$ cat config.mk
export PLATFORM = sky130hd
export DESIGN_NAME = percent_encode_decode_core
export DESIGN_NICKNAME = d
export VERILOG_FILES = /design/src/rtl/core/ped_pkg.sv /design/src/rtl/core/ped_front.sv /design/src/rtl/core/ped_fifo.sv /design/src/rtl/core/ped_back.sv /design/src/rtl/core/percent_encode_decode_core.sv
export SDC_FILE = /design/constraint.sdc
export NUM_CORES = 1
export LEC_CHECK = 0
export ABC_AREA = 1
export BUFFER_PORTS_ARGS = -buffer_cell sky130_fd_sc_hd__buf_2
export CAP_MARGIN = 20
export CORE_MARGIN = 4
export CORE_UTILIZATION = 25
export DETAILED_ROUTE_END_ITERATION = 10
export MAX_ROUTING_LAYER = met4
export PLACE_DENSITY = 0.41
export SLEW_MARGIN = 20
export SYNTH_ARGS = -nofsm -noshare
export SYNTH_HDL_FRONTEND = slang
export SYNTH_HIERARCHICAL = 1
export SYNTH_SLANG_ARGS = --single-unit
$ cat constraint.sdc
create_clock -name clk -period 6.8 [get_ports clk]
set_input_delay 1.02 -clock clk [delete_from_list [all_inputs] [get_ports clk]]
set_output_delay 1.02 -clock clk [all_outputs]
set_load 0.05 [all_outputs]
$ cat src/rtl/core/ped_pkg.sv
`default_nettype none
// ----------------------------------------------------------------------------
// ped_pkg
// Shared types, character codes and helpers of the percent codec.
// ----------------------------------------------------------------------------
package ped_pkg;

  localparam logic [7:0] CHR_PERCENT = 8'h25;
  localparam logic [7:0] CHR_PLUS    = 8'h2B;
  localparam logic [7:0] CHR_SPACE   = 8'h20;
  localparam logic [7:0] CHR_SLASH   = 8'h2F;
  localparam logic [7:0] CHR_TILDE   = 8'h7E;
  localparam logic [7:0] CHR_DASH    = 8'h2D;
  localparam logic [7:0] CHR_USCORE  = 8'h5F;
  localparam logic [7:0] CHR_DOT     = 8'h2E;
  localparam logic [7:0] CHR_ZERO    = 8'h30;
  localparam logic [7:0] CHR_NINE    = 8'h39;
  localparam logic [7:0] CHR_UA      = 8'h41;
  localparam logic [7:0] CHR_UF      = 8'h46;
  localparam logic [7:0] CHR_UZ      = 8'h5A;
  localparam logic [7:0] CHR_LA      = 8'h61;
  localparam logic [7:0] CHR_LF      = 8'h66;
  localparam logic [7:0] CHR_LZ      = 8'h7A;
  localparam logic [7:0] NIBBLE_TEN  = 8'd10;

  // configuration register indexes
  localparam logic CFG_DIRECTION    = 1'b0;
  localparam logic CFG_ESCAPE_SLASH = 1'b1;

  // command codes between front and back
  localparam logic [1:0] OP_BYTE = 2'd0;
  localparam logic [1:0] OP_ESC  = 2'd1;
  localparam logic [1:0] OP_ERR  = 2'd2;

  typedef struct packed {
    logic [1:0] op;
    logic [7:0] data;
    logic       last;
  } ped_cmd_t;

  // {valid, nibble}
  function automatic logic [4:0] hex_value(input logic [7:0] c);
    logic [7:0] d;
    d = 8'd0;
    if (c >= CHR_ZERO && c <= CHR_NINE) begin
      d = c - CHR_ZERO;
      return {1'b1, d[3:0]};
    end
    if (c >= CHR_LA && c <= CHR_LF) begin
      d = c - CHR_LA + NIBBLE_TEN;
      return {1'b1, d[3:0]};
    end
    if (c >= CHR_UA && c <= CHR_UF) begin
      d = c - CHR_UA + NIBBLE_TEN;
      return {1'b1, d[3:0]};
    end
    return 5'd0;
  endfunction

  function automatic logic passes_plain(input logic [7:0] c, input logic esc_slash);
    logic p;
    p = 1'b0;
    if (c >= CHR_UA && c <= CHR_UZ) p = 1'b1;
    if (c >= CHR_LA && c <= CHR_LZ) p = 1'b1;
    if (c >= CHR_ZERO && c <= CHR_NINE) p = 1'b1;
    if (c == CHR_DASH || c == CHR_USCORE || c == CHR_DOT || c == CHR_TILDE) p = 1'b1;
    if (c == CHR_SLASH && !esc_slash) p = 1'b1;
    return p;
  endfunction

  function automatic logic [7:0] hex_digit(input logic [3:0] v);
    logic [7:0] w;
    w = {4'd0, v};
    return (w < NIBBLE_TEN) ? (CHR_ZERO + w) : (CHR_LA + w - NIBBLE_TEN);
  endfunction

endpackage
`default_nettype wire

$ cat src/rtl/core/ped_front.sv
`default_nettype none
// ----------------------------------------------------------------------------
// ped_front
// Accepts input words, tracks escape and discard state, issues commands.
// ----------------------------------------------------------------------------
module ped_front
  import ped_pkg::*;
(
  input  wire logic     clk,
  input  wire logic     rst_n,
  input  wire logic     accept,
  input  wire logic [7:0] in_byte,
  input  wire logic     in_last,
  input  wire logic     direction,
  input  wire logic     escape_slash,
  output logic          cmd_we,
  output ped_cmd_t      cmd
);

  localparam logic [1:0] PH_IDLE = 2'd0;
  localparam logic [1:0] PH_PCT  = 2'd1;
  localparam logic [1:0] PH_HIGH = 2'd2;

  logic [1:0] phase_r, phase_nxt;
  logic [3:0] high_r, high_nxt;
  logic       disc_r, disc_nxt;
  logic       emit;
  logic [4:0] hv;

  assign hv = hex_value(in_byte);

  always_comb begin
    phase_nxt = phase_r;
    high_nxt  = high_r;
    disc_nxt  = disc_r;
    emit      = 1'b0;
    cmd.op    = OP_BYTE;
    cmd.data  = in_byte;
    cmd.last  = in_last;
    if (!direction) begin
      phase_nxt = PH_IDLE;
      disc_nxt  = 1'b0;
      emit      = 1'b1;
      cmd.op    = passes_plain(in_byte, escape_slash) ? OP_BYTE : OP_ESC;
    end else if (disc_r) begin
      if (in_last) disc_nxt = 1'b0;
    end else if (phase_r == PH_PCT || phase_r == PH_HIGH) begin
      emit = 1'b1;
      if (!hv[4]) begin
        phase_nxt = PH_IDLE;
        disc_nxt  = !in_last;
        cmd.op    = OP_ERR;
      end else if (phase_r == PH_PCT) begin
        high_nxt = hv[3:0];
        if (in_last) begin
          phase_nxt = PH_IDLE;
          cmd.op    = OP_ERR;
        end else begin
          phase_nxt = PH_HIGH;
          emit      = 1'b0;
        end
      end else begin
        phase_nxt = PH_IDLE;
        cmd.data  = {high_r, hv[3:0]};
      end
    end else begin
      phase_nxt = PH_IDLE;
      emit      = 1'b1;
      if (in_byte == CHR_PERCENT) begin
        if (in_last) begin
          cmd.op = OP_ERR;
        end else begin
          phase_nxt = PH_PCT;
          emit      = 1'b0;
        end
      end else if (in_byte == CHR_PLUS) begin
        cmd.data = CHR_SPACE;
      end
    end
  end

  assign cmd_we = accept && emit;

  always_ff @(posedge clk) begin
    if (!rst_n) begin
      phase_r <= PH_IDLE;
      high_r  <= 4'd0;
      disc_r  <= 1'b0;
    end else if (accept) begin
      phase_r <= phase_nxt;
      high_r  <= high_nxt;
      disc_r  <= disc_nxt;
    end
  end

endmodule
`default_nettype wire

$ cat src/rtl/core/ped_fifo.sv
`default_nettype none
// ----------------------------------------------------------------------------
// ped_fifo
// Short command queue between front and back.
// ----------------------------------------------------------------------------
module ped_fifo
  import ped_pkg::*;
#(
  parameter int DEPTH = 4
) (
  input  wire logic     clk,
  input  wire logic     rst_n,
  input  wire logic     wr_en,
  input  wire ped_cmd_t wr_cmd,
  input  wire logic     rd_en,
  output ped_cmd_t      rd_cmd,
  output logic          full,
  output logic          not_empty
);

  localparam int AW = (DEPTH > 1) ? $clog2(DEPTH) : 1;
  localparam int CW = $clog2(DEPTH + 1);
  localparam logic [AW-1:0] LAST_IDX = AW'(DEPTH - 1);
  localparam logic [CW-1:0] FULL_CNT = CW'(DEPTH);

  ped_cmd_t      slot_r [DEPTH];
  logic [AW-1:0] wp_r, rp_r;
  logic [CW-1:0] cnt_r;

  assign full      = (cnt_r == FULL_CNT);
  assign not_empty = (cnt_r != '0);
  assign rd_cmd    = slot_r[rp_r];

  always_ff @(posedge clk) begin
    if (wr_en) slot_r[wp_r] <= wr_cmd;
  end

  always_ff @(posedge clk) begin
    if (!rst_n) begin
      wp_r  <= '0;
      rp_r  <= '0;
      cnt_r <= '0;
    end else begin
      if (wr_en) wp_r <= (wp_r == LAST_IDX) ? '0 : wp_r + 1'b1;
      if (rd_en) rp_r <= (rp_r == LAST_IDX) ? '0 : rp_r + 1'b1;
      if (wr_en && !rd_en) cnt_r <= cnt_r + 1'b1;
      else if (!wr_en && rd_en) cnt_r <= cnt_r - 1'b1;
    end
  end

endmodule
`default_nettype wire

$ cat src/rtl/core/ped_back.sv
`default_nettype none
// ----------------------------------------------------------------------------
// ped_back
// Expands commands into output words and holds the output register.
// ----------------------------------------------------------------------------
module ped_back
  import ped_pkg::*;
(
  input  wire logic     clk,
  input  wire logic     rst_n,
  input  wire logic     cmd_valid,
  input  wire ped_cmd_t cmd,
  output logic          cmd_pop,
  input  wire logic     pop,
  output logic          empty,
  output logic [7:0]    out_byte,
  output logic          out_last,
  output logic          bad_escape
);

  logic [1:0] sub_r;
  logic       vld_r;
  logic [7:0] byte_r, byte_nxt;
  logic       last_r, last_nxt;
  logic       bad_r, bad_nxt;
  logic       load;

  assign load = cmd_valid && (!vld_r || pop);

  always_comb begin
    byte_nxt = cmd.data;
    last_nxt = cmd.last;
    bad_nxt  = 1'b0;
    cmd_pop  = load;
    case (cmd.op)
      OP_ESC: begin
        case (sub_r)
          2'd0: begin
            byte_nxt = CHR_PERCENT;
            last_nxt = 1'b0;
            cmd_pop  = 1'b0;
          end
          2'd1: begin
            byte_nxt = hex_digit(cmd.data[7:4]);
            last_nxt = 1'b0;
            cmd_pop  = 1'b0;
          end
          default: byte_nxt = hex_digit(cmd.data[3:0]);
        endcase
      end
      OP_ERR: begin
        byte_nxt = 8'd0;
        last_nxt = 1'b1;
        bad_nxt  = 1'b1;
      end
      default: ;
    endcase
  end

  always_ff @(posedge clk) begin
    if (!rst_n) begin
      sub_r <= 2'd0;
      vld_r <= 1'b0;
    end else begin
      if (load) begin
        vld_r <= 1'b1;
        sub_r <= cmd_pop ? 2'd0 : sub_r + 2'd1;
      end else if (pop) begin
        vld_r <= 1'b0;
      end
    end
  end

  always_ff @(posedge clk) begin
    if (load) begin
      byte_r <= byte_nxt;
      last_r <= last_nxt;
      bad_r  <= bad_nxt;
    end
  end

  assign empty      = !vld_r;
  assign out_byte   = byte_r;
  assign out_last   = last_r;
  assign bad_escape = bad_r;

endmodule
`default_nettype wire

$ cat src/rtl/core/percent_encode_decode_core.sv
`default_nettype none
// ----------------------------------------------------------------------------
// percent_encode_decode_core
// Percent encoder / decoder for byte strings.
// ----------------------------------------------------------------------------
// One input word per cycle while the command queue is not full. In encode mode
// a plain byte gives one output word; an escaped byte gives three words in turn
// at the output register, and input stalls once the FIFO_DEPTH command queue
// between the front and the expanding back end fills. In decode mode every
// byte gives at most one word, so the stream runs at one word per cycle
// while the sink keeps popping. With the queue empty, a word passes through
// the queue slot and then the output register before it can be popped.
// ----------------------------------------------------------------------------
module percent_encode_decode_core
  import ped_pkg::*;
#(
  parameter int FIFO_DEPTH = 4
) (
  input  wire logic       clk,
  input  wire logic       rst_n,
  input  wire logic       push,
  output logic            full,
  input  wire logic [7:0] in_byte,
  input  wire logic       in_last,
  output logic            empty,
  input  wire logic       pop,
  output logic [7:0]      out_byte,
  output logic            out_last,
  output logic            bad_escape,
  input  wire logic       cfg_we,
  input  wire logic       cfg_index,
  input  wire logic       cfg_data
);

  logic     direction_r;
  logic     esc_slash_r;
  logic     accept;
  logic     cmd_we;
  ped_cmd_t wr_cmd;
  ped_cmd_t rd_cmd;
  logic     cmd_valid;
  logic     cmd_pop;

  always_ff @(posedge clk) begin
    if (!rst_n) begin
      direction_r <= 1'b0;
      esc_slash_r <= 1'b1;
    end else if (cfg_we) begin
      unique case (cfg_index)
        CFG_DIRECTION:    direction_r <= cfg_data;
        CFG_ESCAPE_SLASH: esc_slash_r <= cfg_data;
        default: ;
      endcase
    end
  end

  assign accept = push && !full;

  ped_front u_front (
    .clk          (clk),
    .rst_n        (rst_n),
    .accept       (accept),
    .in_byte      (in_byte),
    .in_last      (in_last),
    .direction    (direction_r),
    .escape_slash (esc_slash_r),
    .cmd_we       (cmd_we),
    .cmd          (wr_cmd)
  );

  ped_fifo #(
    .DEPTH (FIFO_DEPTH)
  ) u_fifo (
    .clk       (clk),
    .rst_n     (rst_n),
    .wr_en     (cmd_we),
    .wr_cmd    (wr_cmd),
    .rd_en     (cmd_pop),
    .rd_cmd    (rd_cmd),
    .full      (full),
    .not_empty (cmd_valid)
  );

  ped_back u_back (
    .clk        (clk),
    .rst_n      (rst_n),
    .cmd_valid  (cmd_valid),
    .cmd        (rd_cmd),
    .cmd_pop    (cmd_pop),
    .pop        (pop),
    .empty      (empty),
    .out_byte   (out_byte),
    .out_last   (out_last),
    .bad_escape (bad_escape)
  );

endmodule
`default_nettype wire

==> qor.txt <==
number of synthesized register bits - 75
drt first pass iters - 4
Boundary Pins - 28
Sw Share - 0.408
Via-to-Cell Ratio - 4.46
Netlist cell types - 38
maximum vdd drop - 166 µV
Clock power frac - 0.257
Final Cycle Share - 0.523
Mean Syn Cell Area - 8.78 µm²
CTS sink count - 75
post-synthesis adder-cell area fraction - 0.0593
critical path data arrival time - 3.78 ns
clock buffer depth - 2
commonest non-fill, non-tap cell in the layout - nand2_1
fmax - 0.281 GHz
Port-buffer cells - 27
unrepaired setup endpoints after global routing - false
r2r setup slk - 3.57 ns
clk_skew - 0.00771 ns
WL/cell - 13.2 µm
vias in the first global route - 3048
CTS Buf Count - 9
Power Dens Cells - 405 nW/µm²
commonest cells after routing, fill and taps aside - nand2_1, nor2_1, edfxtp_1
largest net degree at the start of global routing - 24
layout cells sized above 1 - 0.169
Pwr Total - 1.93 mW
Synth Area in Compound Gates - 0.136
Max-Slew Margin vs Limit - 0.461
crit path launch type - input pin
Fin. Hold Viols - 0
Slew Viols, Final - 0
Final HPWL DP - 7.03 mm
die area - 18700 µm²
Setup Fix Bufs, Post-CTS - 0
clk_lat worst skew - 0.33 ns
antenna violations before repair - 0
fin crit period - 3.55 ns
First DRT Iteration DRCs - 174
Synth Area in XOR/XNOR - 0.00635
GRT Overall Usage - 0.112
clock slew at the register clock pins of the worst setup and hold paths - 0.06 ns
Area Growth Syn to Fin - 15.2%
Slowest Stage Delay on Critical Path - 0.42 ns
H-tree depth - 3
LEAKAGE - 1.92 nW
status - complete, no violations
Root Driver - clkbuf_16
n_diodes - 0
mux share of post-synthesis cell area - 0
Post-Syn Area - 4140 µm²
worst-path fanout max - 10
max-cap viol count - 0
CP dominant cell by count - inv_1
Syn. warnings - 6
endpoint of the worst hold path - u_front/high_r[1]$_SDFFE_PN0P_
Setup Crit Path Kind - in -> reg
clock tree from TritonCTS - yes
Hold Path Origin - u_front/high_r[1]$_SDFFE_PN0P_
Synth Area in Simple Gates - 0.223
Initial Util - 0.258
Setup TNS Final - 0 ns
placement row count - 46
die width - 137 µm
GPL Wtd Cong - 0.885
CTS Hold Bufs - 0
hold depth - 2
required time worst endpoint - 7.03 ns
total nets after synthesis - 506
Final #Nets - 534
first-pass GRT wire length - 15.4 mm
cells resized by post-CTS repair - 0
post-synthesis sequential area ratio - 0.494
final setup vio count - 0
Gate Count Post-Synth - 471
critical path endpoint category - flop
Seq pwr share - 0.343
combinational share of power - 0.400
largest family of logic cells by synthesized area - simple AND/OR/NAND/NOR gates
Final ANT Viol Nets - 0
cell area after layout - 4770 µm²
FF-to-FF End - u_fifo/cnt_r[1]$_SDFFE_PN0P_
slew at the pin closest to its max-slew limit - 0.807 ns
Core Area - 16100 µm²
internal power - 1.14 mW
NetSw - 0.787 mW
routed vias - 3211
Post-Route WL - 9.51 mm
CP Cell Sequence - buf_2 -> inv_1 -> ha_1 -> inv_1 -> nand2_1 -> nor2_2 -> nor2_2 -> a21oi_4 -> nand2_8 -> nand2_1 -> o21bai_1 -> a21oi_1 -> ha_1 -> inv_1 -> fa_1 -> inv_1 -> nand2_1 -> nand3_1 -> nand2_1 -> inv_1 -> nor2_1
GRT overflow - 0
reg2reg path depth - 11
Slowest-stage cell, CP - a21oi_1
Remaining DRCs - 0
Die Y - 137 µm
Hold WC Path Type - reg -> reg
placed cell areas - 4460 µm²
[layout make-up]
class | count | area [µm²]
sequential | 75 | 2040
multi-input combinational | 320 | 1760
clock buffer | 11 | 233
tap | 216 | 270
clock inverter | 5 | 78.8
inverter | 66 | 249
fill | 1693 | 11300
timing repair buffer | 27 | 135
[cells in the mapped netlist, drive strengths merged]
master   n  share of area
a21o     1         0.0018
a21oi   25          0.036
a221oi   1         0.0036
a22o     1         0.0021
a31oi    2         0.0030
buf     10          0.021
clkinv   1         0.0012
dfxtp   21           0.10
edfxtp  54           0.39
fa       1         0.0048
ha      18          0.054
inv     65          0.059
nand2   89          0.091
nand3   31          0.043
nand4    8          0.016
nor2    64          0.064
nor3     8         0.0097
o21a     1         0.0018
o21ai   54          0.068
o21bai   1         0.0018
o22ai   11          0.017
o31ai    1         0.0018
xor2     3         0.0064
[cell families (layout without fill, tap and decap cells)]
logic type,count (synthesis),in the layout
compound gates,98,98
xor+xnor,3,3
fa+ha+maj,19,19
buf+inv,76,109
flops,75,75
simple gates,200,200
[metrics by stage]
stage / hold slack [ns] / instances / setup WS [ns] / util
detailed placement: 0.446 / 704 / 2.89 / 0.277
global placement: 0.447 / 704 / 3.00 / 0.277
finish: 0.456 / 720 / 3.25 / 0.297
global route: 0.477 / 720 / 2.91 / 0.297
floorplan: 0.430 / 471 / 3.26 / -
CTS: 0.455 / 720 / 3.23 / 0.297
[metal layers]
metal,global-route usage,part of all wire,wire length (µm)
met3,0.0309,0.032,303
met1,0.134,0.47,4510
met2,0.180,0.48,4580
met5,-,0,0
met4,0.0392,0.013,123
[sequential cells by signal, indices dropped and copies added (netlist names), 2 cells and up, named ones only]
name	flops
u_back/out_byte	8
u_front/high_r	4
u_back/sub_r	2
u_fifo/rp_r	2
u_front/phase_r	2
u_fifo/wp_r	2
u_fifo/cnt_r	3
u_fifo/slot_r	44
[power by group through the flow]
stage / registers [mW] / clock network (mW) / logic, mW
detailed placement: 0.675 / 0 / 0.778
floorplan: 0.758 / 0 / 0.521
global route: 0.674 / 0.537 / 0.863
CTS: 0.665 / 0.517 / 0.779
global placement: 0.675 / 0 / 0.772
finish: 0.662 / 0.496 / 0.772
[how the worst max path moves through the flow]
stage,start,end,slack [ns],depth (start not counted)
3_3_place_gp,in_byte[1],u_fifo/cnt_r[2]$_SDFFE_PN0P_,3.00,21
4_1_cts,in_byte[1],u_fifo/cnt_r[2]$_SDFFE_PN0P_,3.23,20
3_5_place_dp,in_byte[1],u_fifo/cnt_r[2]$_SDFFE_PN0P_,2.89,20
6_report,in_byte[1],u_fifo/cnt_r[2]$_SDFFE_PN0P_,3.25,21
2_1_floorplan,in_byte[1],u_fifo/cnt_r[2]$_SDFFE_PN0P_,3.26,21
5_1_grt,in_byte[1],u_fifo/cnt_r[2]$_SDFFE_PN0P_,2.91,20
[critical path, delay by kind of cell]
family / cells / cell delay (ns)
AO/OA/AOI/OAI: 3 / 0.70
AND/OR/NAND/NOR: 9 / 0.68
adder cells (fa/ha/maj): 3 / 0.86
buffers and inverters: 6 / 0.52
No activity file was read; power rests on OpenSTA's default activity.
